$ cat config.mk
export PLATFORM = sky130hd
export DESIGN_NAME = utf8_stream_decoder_unit
export DESIGN_NICKNAME = d
export VERILOG_FILES = /design/src/design/u8sd_pkg.sv /design/src/design/u8sd_decode.sv /design/src/design/utf8_stream_decoder_unit.sv
export SDC_FILE = /design/constraint.sdc
export NUM_CORES = 1
export LEC_CHECK = 0
export CAP_MARGIN = 20
export CORE_MARGIN = 2
export CORE_UTILIZATION = 40
export CTS_BUF_LIST = sky130_fd_sc_hd__clkbuf_16
export DETAILED_ROUTE_END_ITERATION = 8
export DONT_BUFFER_PORTS = 1
export GPL_ROUTABILITY_DRIVEN = 0
export MAX_ROUTING_LAYER = met4
export PLACE_DENSITY = 0.53
export SLEW_MARGIN = 10
export SYNTH_ARGS = -nofsm -noshare
export SYNTH_HDL_FRONTEND = slang
export SYNTH_HIERARCHICAL = 1
export SYNTH_SLANG_ARGS = --single-unit
export TNS_END_PERCENT = 10
$ cat constraint.sdc
create_clock -name clk -period 3.05 [get_ports clk]
set_input_delay 0.305 -clock clk [delete_from_list [all_inputs] [get_ports clk]]
set_output_delay 0.305 -clock clk [all_outputs]
set_load 0.01 [all_outputs]
$ cat src/design/u8sd_pkg.sv
`timescale 1ns / 1ps
// ----------------------------------------------------------------------------
// u8sd_pkg: shared types and constants of the UTF-8 stream decoder
// Byte class prefixes, decoder state and result beat layouts.
// ----------------------------------------------------------------------------
package u8sd_pkg;

  localparam int OFFSET_BITS = 16;
  localparam int OFS_FIELD_W = 16;
  localparam int CP_W        = 21;
  localparam int LEN_W       = 3;
  localparam int EXT_W       = (OFFSET_BITS > OFS_FIELD_W) ? OFFSET_BITS : OFS_FIELD_W;

  localparam logic [7:0] LEAD2_PREFIX = 8'b1100_0000;
  localparam logic [7:0] LEAD3_PREFIX = 8'b1110_0000;
  localparam logic [7:0] LEAD4_PREFIX = 8'b1111_0000;
  localparam logic [7:0] CONT_PREFIX  = 8'b1000_0000;
  localparam logic [7:0] LEAD4_MASK   = 8'b1111_1000;
  localparam logic [7:0] LEAD3_MASK   = 8'b1111_0000;
  localparam logic [7:0] LEAD2_MASK   = 8'b1110_0000;
  localparam logic [7:0] CONT_MASK    = 8'b1100_0000;
  localparam logic [7:0] TERM_BYTE    = 8'h00;

  localparam logic KIND_CODE   = 1'b0;
  localparam logic KIND_STATUS = 1'b1;

  localparam logic [LEN_W-1:0] LEN_NONE = 3'd0;
  localparam logic [LEN_W-1:0] LEN_1    = 3'd1;
  localparam logic [LEN_W-1:0] LEN_2    = 3'd2;
  localparam logic [LEN_W-1:0] LEN_3    = 3'd3;
  localparam logic [LEN_W-1:0] LEN_4    = 3'd4;

  localparam logic [OFFSET_BITS-1:0] POS_MAX = {OFFSET_BITS{1'b1}};

  typedef struct packed {
    logic [LEN_W-1:0]       expected_length;
    logic [LEN_W-1:0]       bytes_collected;
    logic [CP_W-1:0]        payload_accumulator;
    logic [OFS_FIELD_W-1:0] sequence_start;
    logic [OFFSET_BITS-1:0] byte_position;
    logic                   error_seen;
  } dec_state_t;

  typedef struct packed {
    logic                   result_kind;
    logic [CP_W-1:0]        code_point;
    logic [OFS_FIELD_W-1:0] start_offset;
    logic [LEN_W-1:0]       byte_count;
    logic                   string_valid;
  } dec_result_t;

  // Map a byte position onto the offset field: keep the low bits or zero-extend.
  function automatic logic [OFS_FIELD_W-1:0] ofs_field(input logic [OFFSET_BITS-1:0] pos);
    logic [EXT_W-1:0] wide;
    wide = EXT_W'(pos);
    return wide[OFS_FIELD_W-1:0];
  endfunction

endpackage

$ cat src/design/u8sd_decode.sv
`timescale 1ns / 1ps
// ----------------------------------------------------------------------------
// u8sd_decode: single-byte decode step
// Classifies one byte against the pending sequence, gives the next state and
// at most one result beat.
// ----------------------------------------------------------------------------
module u8sd_decode (
  input  logic [7:0]           text_byte,
  input  u8sd_pkg::dec_state_t cur,
  output u8sd_pkg::dec_state_t nxt,
  output logic                 emit,
  output u8sd_pkg::dec_result_t res
);
  import u8sd_pkg::*;

  logic                   fresh;
  logic [LEN_W-1:0]       count_inc;
  logic [CP_W-1:0]        acc_shift;

  assign count_inc = cur.bytes_collected + LEN_1;
  assign acc_shift = {cur.payload_accumulator[CP_W-7:0], text_byte[5:0]};

  always_comb begin
    nxt   = cur;
    emit  = 1'b0;
    fresh = 1'b0;
    res   = '0;
    res.result_kind = KIND_CODE;

    if (text_byte == TERM_BYTE) begin
      // End of string: report validity, then start over.
      emit             = 1'b1;
      res.result_kind  = KIND_STATUS;
      res.start_offset = ofs_field(cur.byte_position);
      res.string_valid = ~(cur.error_seen | (cur.expected_length != LEN_NONE));
      nxt              = '0;
    end else begin
      if (cur.expected_length != LEN_NONE) begin
        if ((text_byte & CONT_MASK) == CONT_PREFIX) begin
          nxt.payload_accumulator = acc_shift;
          nxt.bytes_collected     = count_inc;
          if (count_inc >= cur.expected_length) begin
            emit                    = 1'b1;
            res.code_point          = acc_shift;
            res.start_offset        = cur.sequence_start;
            res.byte_count          = cur.expected_length;
            nxt.expected_length     = LEN_NONE;
            nxt.bytes_collected     = LEN_NONE;
            nxt.payload_accumulator = '0;
          end
        end else begin
          // Cut short: drop the sequence and decode this byte afresh.
          nxt.error_seen          = 1'b1;
          nxt.expected_length     = LEN_NONE;
          nxt.bytes_collected     = LEN_NONE;
          nxt.payload_accumulator = '0;
          fresh                   = 1'b1;
        end
      end else begin
        fresh = 1'b1;
      end

      if (fresh) begin
        if (!text_byte[7]) begin
          emit             = 1'b1;
          res.code_point   = CP_W'(text_byte);
          res.start_offset = ofs_field(cur.byte_position);
          res.byte_count   = LEN_1;
        end else if ((text_byte & LEAD2_MASK) == LEAD2_PREFIX) begin
          nxt.expected_length     = LEN_2;
          nxt.payload_accumulator = CP_W'(text_byte[4:0]);
          nxt.bytes_collected     = LEN_1;
          nxt.sequence_start      = ofs_field(cur.byte_position);
        end else if ((text_byte & LEAD3_MASK) == LEAD3_PREFIX) begin
          nxt.expected_length     = LEN_3;
          nxt.payload_accumulator = CP_W'(text_byte[3:0]);
          nxt.bytes_collected     = LEN_1;
          nxt.sequence_start      = ofs_field(cur.byte_position);
        end else if ((text_byte & LEAD4_MASK) == LEAD4_PREFIX) begin
          nxt.expected_length     = LEN_4;
          nxt.payload_accumulator = CP_W'(text_byte[2:0]);
          nxt.bytes_collected     = LEN_1;
          nxt.sequence_start      = ofs_field(cur.byte_position);
        end else begin
          nxt.error_seen = 1'b1;
        end
      end

      if (cur.byte_position != POS_MAX) begin
        nxt.byte_position = cur.byte_position + OFFSET_BITS'(1);
      end
    end
  end

endmodule

$ cat src/design/utf8_stream_decoder_unit.sv
`timescale 1ns / 1ps
// ----------------------------------------------------------------------------
// utf8_stream_decoder_unit: streaming UTF-8 decoder
// Takes one string byte per beat and returns decoded codepoints with their
// offset and length, plus one validity status beat per NUL-terminated string.
// ----------------------------------------------------------------------------
//  channel | direction | handshake          | payload
//  --------+-----------+--------------------+-------------------------------------
//  in      | sink      | in_valid/in_stall  | text_byte[7:0]
//  out     | source    | out_valid/out_stall| result_kind, code_point[20:0],
//          |           |                    | start_offset[15:0], byte_count[2:0],
//          |           |                    | string_valid
//
//  Rate: one byte per cycle sustained while out_stall is low; the decode step
//  between the input register and the result register is a single classify-and-shift.
//  Path: an accepted byte waits in the input register, then its beat loads the result register.
//  Reset (rst, synchronous): empties both registers and clears decoder state.
//  Stalls: out_stall holds the result register; in_stall rises only when the
//  input register holds a byte and the result register cannot take a beat.
// ----------------------------------------------------------------------------
module utf8_stream_decoder_unit (
  input  logic                             clk,
  input  logic                             rst,
  input  logic                             in_valid,
  output logic                             in_stall,
  input  logic [7:0]                       text_byte,
  output logic                             out_valid,
  input  logic                             out_stall,
  output logic                             result_kind,
  output logic [u8sd_pkg::CP_W-1:0]        code_point,
  output logic [u8sd_pkg::OFS_FIELD_W-1:0] start_offset,
  output logic [u8sd_pkg::LEN_W-1:0]       byte_count,
  output logic                             string_valid
);
  import u8sd_pkg::*;

  // Input register
  logic       byte_valid;
  logic [7:0] byte_data;

  // Decoder state
  dec_state_t  state;
  dec_state_t  state_next;
  logic        emit;
  dec_result_t res;
  dec_result_t result;

  logic out_free;
  logic in_take;
  logic step;

  // Result register can load when empty or when its beat leaves this cycle.
  assign out_free = ~out_valid | ~out_stall;
  assign step     = byte_valid & out_free;
  assign in_stall = byte_valid & ~out_free;
  assign in_take  = in_valid & ~in_stall;

  u8sd_decode u_decode (
    .text_byte (byte_data),
    .cur       (state),
    .nxt       (state_next),
    .emit      (emit),
    .res       (res)
  );

  always_ff @(posedge clk) begin
    if (rst) begin
      byte_valid <= 1'b0;
      out_valid  <= 1'b0;
      state      <= '0;
    end else begin
      // Capture the next byte, or drain the input register once decoded.
      if (in_take) begin
        byte_valid <= 1'b1;
        byte_data  <= text_byte;
      end else if (step) begin
        byte_valid <= 1'b0;
      end

      // Advance the decoder and load the result register together.
      if (step) begin
        state <= state_next;
      end
      if (out_free) begin
        out_valid <= step & emit;
        result    <= res;
      end
    end
  end

  assign result_kind  = result.result_kind;
  assign code_point   = result.code_point;
  assign start_offset = result.start_offset;
  assign byte_count   = result.byte_count;
  assign string_valid = result.string_valid;

  // A pending sequence has its lead counted and is never already complete.
  a_pending_count: assert property (@(posedge clk) disable iff (rst)
    (state.expected_length != LEN_NONE) |->
      (state.bytes_collected != LEN_NONE) &&
      (state.bytes_collected < state.expected_length))
    else $error("pending sequence count out of range");

  // Only multi-byte lengths are ever held pending.
  a_pending_len: assert property (@(posedge clk) disable iff (rst)
    (state.expected_length == LEN_NONE) || (state.expected_length == LEN_2) ||
    (state.expected_length == LEN_3) || (state.expected_length == LEN_4))
    else $error("illegal pending sequence length");

  // A decoded terminator leaves the decoder fully cleared.
  a_term_clears: assert property (@(posedge clk) disable iff (rst)
    (step && (byte_data == TERM_BYTE)) |=> (state == '0))
    else $error("state not cleared after terminator");

  // Status beats carry no codepoint and no length.
  a_status_shape: assert property (@(posedge clk) disable iff (rst)
    (out_valid && (result_kind == KIND_STATUS)) |->
      (code_point == '0) && (byte_count == LEN_NONE))
    else $error("malformed status beat");

  // The input side only stalls while a byte waits in the input register.
  a_stall_cause: assert property (@(posedge clk) disable iff (rst)
    in_stall |-> (byte_valid && out_valid && out_stall))
    else $error("input stalled without a waiting byte");

endmodule
==> results of run 1 <==
==> state kept, by name, indices dropped and copies added, names as in the netlist <==
| signal | count |
|---|---|
| byte_count | 3 |
| out_valid | 1 |
| state | 54 |
| byte_data | 8 |
| byte_valid | 1 |
| string_valid | 1 |
| result_kind | 1 |
| code_point | 21 |
| start_offset | 16 |
==> layout make-up <==
class	instances	area, sq um	area share, %
repair buffers	10	87.58	1.457
clock buffers	9	225.2	3.746
clock inverters	7	56.30	0.9365
multi-input cells	404	2756	45.85
well taps	180	225.2	3.746
inverters	10	38.79	0.6452
flip-flops and latches	106	2623	43.62
==> metrics by stage <==
| step | utilization [%] | setup WS [ps] | instance area (sq um) | hold slack [ps] | total power [uW] |
|---|---|---|---|---|---|
| 2_1_floorplan | - | 855.5 | 5718 | 403.9 | 1734 |
| 6_report | 43.14 | 495.5 | 6012 | 44.44 | 2841 |
| 3_5_place_dp | 41.12 | 546.9 | 5731 | 403.9 | 1746 |
| 5_1_grt | 43.14 | 337.1 | 6012 | 21.80 | 2946 |
| 3_3_place_gp | 41.12 | 646.1 | 5731 | 403.9 | 1745 |
| 4_1_cts | 43.14 | 511.4 | 6012 | 31.17 | 2876 |
==> how the worst max path moves through the flow <==
stage	endpoint	slack [ps]	depth (start not counted)
4_1_cts	code_point[6]	510	9
2_1_floorplan	start_offset[6]	860	8
3_3_place_gp	start_offset[6]	650	9
3_5_place_dp	code_point[6]	550	9
5_1_grt	code_point[6]	340	9
6_report	start_offset[6]	500	9
==> power groups by stage <==
stage	clock [uW]	combinational [uW]	sequential, uW
floorplan	0	149	1590
global placement	0	147	1600
detailed placement	0	147	1600
CTS	1160	148	1570
global route	1220	158	1570
finish	1130	146	1570
==> critical path, cell delays in order (launching register included) <==
cell and delay [ps]:
dfxtp_1 410, ha_1 220, xor2_1 210, ha_1 280
a21o_1 160, a31oi_1 260, buf_4 230, nor2_2 50
buf_4 240, a22o_2 240
==> per-layer routing <==
| metal | GRT usage [%] | share of wire, % | up-vias | routed length (um) |
|---|---|---|---|---|
| met5 | - | 0 | - | 0 |
| li1 | - | - | 1959 | - |
| met4 | 5.966 | 1.2 | 0 | 148 |
| met1 | 24.28 | 52 | 1922 | 6349 |
| met2 | 24.59 | 44 | 72 | 5384 |
| met3 | 2.952 | 2.7 | 9 | 332 |
==> flow_summary.ini, run 1 <==
[status]
outcome = complete, no violations

[cts]
cts_tree = yes
clk_path_buf_depth = 2
cts.clk_slew.worst_paths_ps = 70
post_cts.repair.setup_buffers = 0
cts-root-buf = clkbuf_16
cts.sink_count = 106
hold_buffers = 0
htreeDepth = 3
cts-resized-gates = 0
cts-buffers-inserted = 9
clk_latency_ps = 350

[pwr]
power.density_nw_per_um2 = 472.6
switching_share_pct = 22.06
seqPwrFrac_pct = 55.1
power.share.clock_pct = 39.8
vdd_drop_max_uv = 280.8
p_switching_uw = 626.8
p_int_uw = 2215
power.leakage_uw = 0.002034
combPwrFrac_pct = 5.2

[floorplan]
io_pins = 56
start_util_pct = 41.01
rows = 43
die_h_um = 123.5
die_w_um = 123.5
die-area_sq_um = 15260
core_sq_um = 13930

[sta]
finalHoldViolCount = 0
fin_crit_sh_pct = 83.75
fmax_ghz = 0.3915
slew_viol_final = 0
max_slew_margin_pct = 50.82
final.setup_skew_ps = 8.256
worst_pin_slew_ps = 732.1
tns_ps = 0
rsz0062_at_grt = false
period_minus_slack_ps = 2554
setup_violations = 0

[global_route]
grt-ovfl-total = 0
antenna_found_initial = 0
grt_max_degree = 113
grt_pass1_wl_mm = 19.53
grt_pass1_vias = 3542
grt_use_total_pct = 17.12

[worst_setup_path]
start_kind = register
startpoint = state[54]
critPathKind = reg2reg
rrSetupSlack_ps = 500
cp.required_ps = 3150
arrival_ps = 2660
r2r_start = state[54]
critical_path_peak_fanout = 31
worstRegToRegCells = 9
cp-end-kind = register
regToRegEndpoint = start_offset[6]

[hold_path]
min_path_type = in2reg
whs_path_depth = 1
whs_endpoint = out_valid
hp-start = rst

[final_layout]
fill_cells = 1344
mostFrequentLayoutCells = nand2b_1 (112), dfxtp_1 (56), mux2i_1 (55), edfxtp_1 (50), nand2_1 (39)
drive_gt1_share_pct = 6.593
diodes = 0
area.growth.synth_to_final_pct = 5.211
final_net_count = 558
final_common_cell = nand2b_1
fin_cells = 726

[route]
via_count = 3962
dr.first_iter.drc_count = 300
totalWireLength_mm = 12.22
drtAntennaViolNets = 0
avgViaCountPerCell = 5.457
drc = 0
first_pass_iters = 4
wire_per_inst_um = 16.83

[logic_synthesis]
syn_inst = 562
syn_area_sq_um = 5714
syn_avg_cell_area_sq_um = 10.17
synth_warnings = 6
syn-num-nets = 579

[placement]
hpwlAfterDp_mm = 7.548
dp_cells = 710
port_buffers = 0

[flow_run]
max-cap-violations = 0
No activity file was read; power rests on OpenSTA's default activity.
==> inputs of run 2 (changes only) <==
Settings changed: PLACE_DENSITY 0.53 to 0.51.
Clock period 3.05 ns to 2.65 ns, I/O delays scaled along.
==> run 2 against run 1 <==
Effect of this change:
- wire length grew 4.7%
- first-iteration DRC count is 25% lower
- register-to-register slack lost 280 ps
- critical path depth decreased by 1
- die area unchanged
- sequential cell count unchanged
- combinational power grew 24%
==> flow_summary.ini, run 2 (synthesis results as in run 1) <==
[sta]
fmax_ghz = 0.4108
period_minus_slack_ps = 2434
fin_crit_sh_pct = 91.86
max_slew_margin_pct = 52.36
worst_pin_slew_ps = 713.1
finalHoldViolCount = 0
final.setup_skew_ps = 6.935
tns_ps = 0
rsz0062_at_grt = false
slew_viol_final = 0
setup_violations = 0

[hold_path]
hp-start = in_valid
min_path_type = in2reg

[global_route]
grt-ovfl-total = 0
grt_max_degree = 112
grt_pass1_wl_mm = 20.62
grt_pass1_vias = 3934
grt_use_total_pct = 18.07
antenna_found_initial = 0

[worst_setup_path]
r2r_start = state[54]
crit_chain = ha_1 > xor2_1 > ha_1 > a21o_1 > a31oi_1 > buf_4 > o21ai_1 > and2_1
critPathKind = reg2reg
cp.required_ps = 2770
cpPeakStageDelay_ps = 410
path_common_cell = ha_1
critical_path_peak_fanout = 9
crit_slowest_cell = dfxtp_1
cp-end-kind = register
start_kind = register
arrival_ps = 2550
startpoint = state[54]

[cts]
cts.clk_slew.worst_paths_ps = 70
clk_path_buf_depth = 2
clk_latency_ps = 360
cts-root-buf = clkbuf_16
cts.sink_count = 106
htreeDepth = 3
cts-buffers-inserted = 9
cts_tree = yes

[final_layout]
diodes = 0
area.growth.synth_to_final_pct = 7.992
drive_gt1_share_pct = 8.065
final_net_count = 570
final_common_cell = nand2b_1
fill_cells = 1333
fin_cells = 738
regMostFlops = state
mostFrequentLayoutCells = nand2b_1 (112), dfxtp_1 (56), mux2i_1 (55), edfxtp_1 (50), nand2_1 (39)
final_util_pct = 44.28
largest_reg_flops = 54

[status]
outcome = complete, no violations

[floorplan]
die_w_um = 123.5
start_util_pct = 41.01
rows = 43
die-area_sq_um = 15260
core_sq_um = 13930
io_pins = 56
die_h_um = 123.5

[pwr]
combPwrFrac_pct = 5.2
p_int_uw = 2679
seqPwrFrac_pct = 52.0
power.density_nw_per_um2 = 562.2
power.share.clock_pct = 42.8
power.leakage_uw = 0.002103
vdd_drop_max_uv = 274.2
p_switching_uw = 790.0
switching_share_pct = 22.77

[route]
avgViaCountPerCell = 5.486
via_count = 4049
wire_per_inst_um = 17.33
drtAntennaViolNets = 0
first_pass_iters = 5
totalWireLength_mm = 12.79
drc = 0
dr.first_iter.drc_count = 224

[flow_run]
max-cap-violations = 0

[placement]
port_buffers = 0
dp_cells = 713
hpwlAfterDp_mm = 7.818
==> run 2: path summary, 6_finish.rpt <==
path	endpoint	slack, ps	cells after the start
worst min register to register	state[47]	490	2
worst min-delay path	byte_valid	30	2
worst max register to register	code_point[4]	220	8
worst max-delay path	code_point[4]	220	8
==> run 2: layer usage <==
| layer | track usage, % | wire length, um |
|---|---|---|
| met3 | 4.105 | 408 |
| met4 | 5.966 | 212 |
| met5 | - | 0 |
| met2 | 26.48 | 5742 |
| met1 | 24.67 | 6426 |
==> run 2: worst max-delay path, delay by kind of cell, from the launching register on <==
family / cells / cell delay, ps
AO/OA/AOI/OAI: 3 / 670
adder cells (fa/ha/maj): 2 / 480
flip-flops: 1 / 410
buffers and inverters: 1 / 240
AND/OR/NAND/NOR: 1 / 230
XOR/XNOR: 1 / 170
==> run 2: layout make-up <==
type	count	area, sq um	share of cell area (%)
Timing Repair Buffer	22	200.2	3.244
Clock buffer	9	225.2	3.650
Multi-Input combinational cell	404	2758	44.69
Tap cell	180	225.2	3.650
Clock inverter	7	101.3	1.642
Inverter	10	38.79	0.6285
Sequential cell	106	2623	42.50
==> run 2: power by group through the flow <==
| stage | registers [uW] | clock network (uW) | logic (uW) |
|---|---|---|---|
| floorplan | 1820 | 0 | 171 |
| finish | 1800 | 1490 | 181 |
| global route | 1810 | 1600 | 195 |
| CTS | 1800 | 1520 | 183 |
| detailed placement | 1840 | 0 | 171 |
| global placement | 1840 | 0 | 170 |
==> run 2: through the flow <==
stage	hold slack (ps)	worst slack (ps)	instance area (sq um)	total power [uW]
2_1_floorplan	363.9	455.5	5718	1996
3_3_place_gp	355.3	278.9	5753	2011
3_5_place_dp	359.2	204.8	5753	2013
4_1_cts	28.46	186.6	6170	3510
5_1_grt	32.99	5.925	6171	3599
6_report	32.79	215.8	6171	3469
==> run 2: repair_timing <==
item | CTS | global route
setup buffers | 0 | 0
hold endpoints to repair | 10 | 0
hold buffers | 9 | 0
endpoints found under the setup margin | 0 | 9
gates resized for setup | 0 | 1
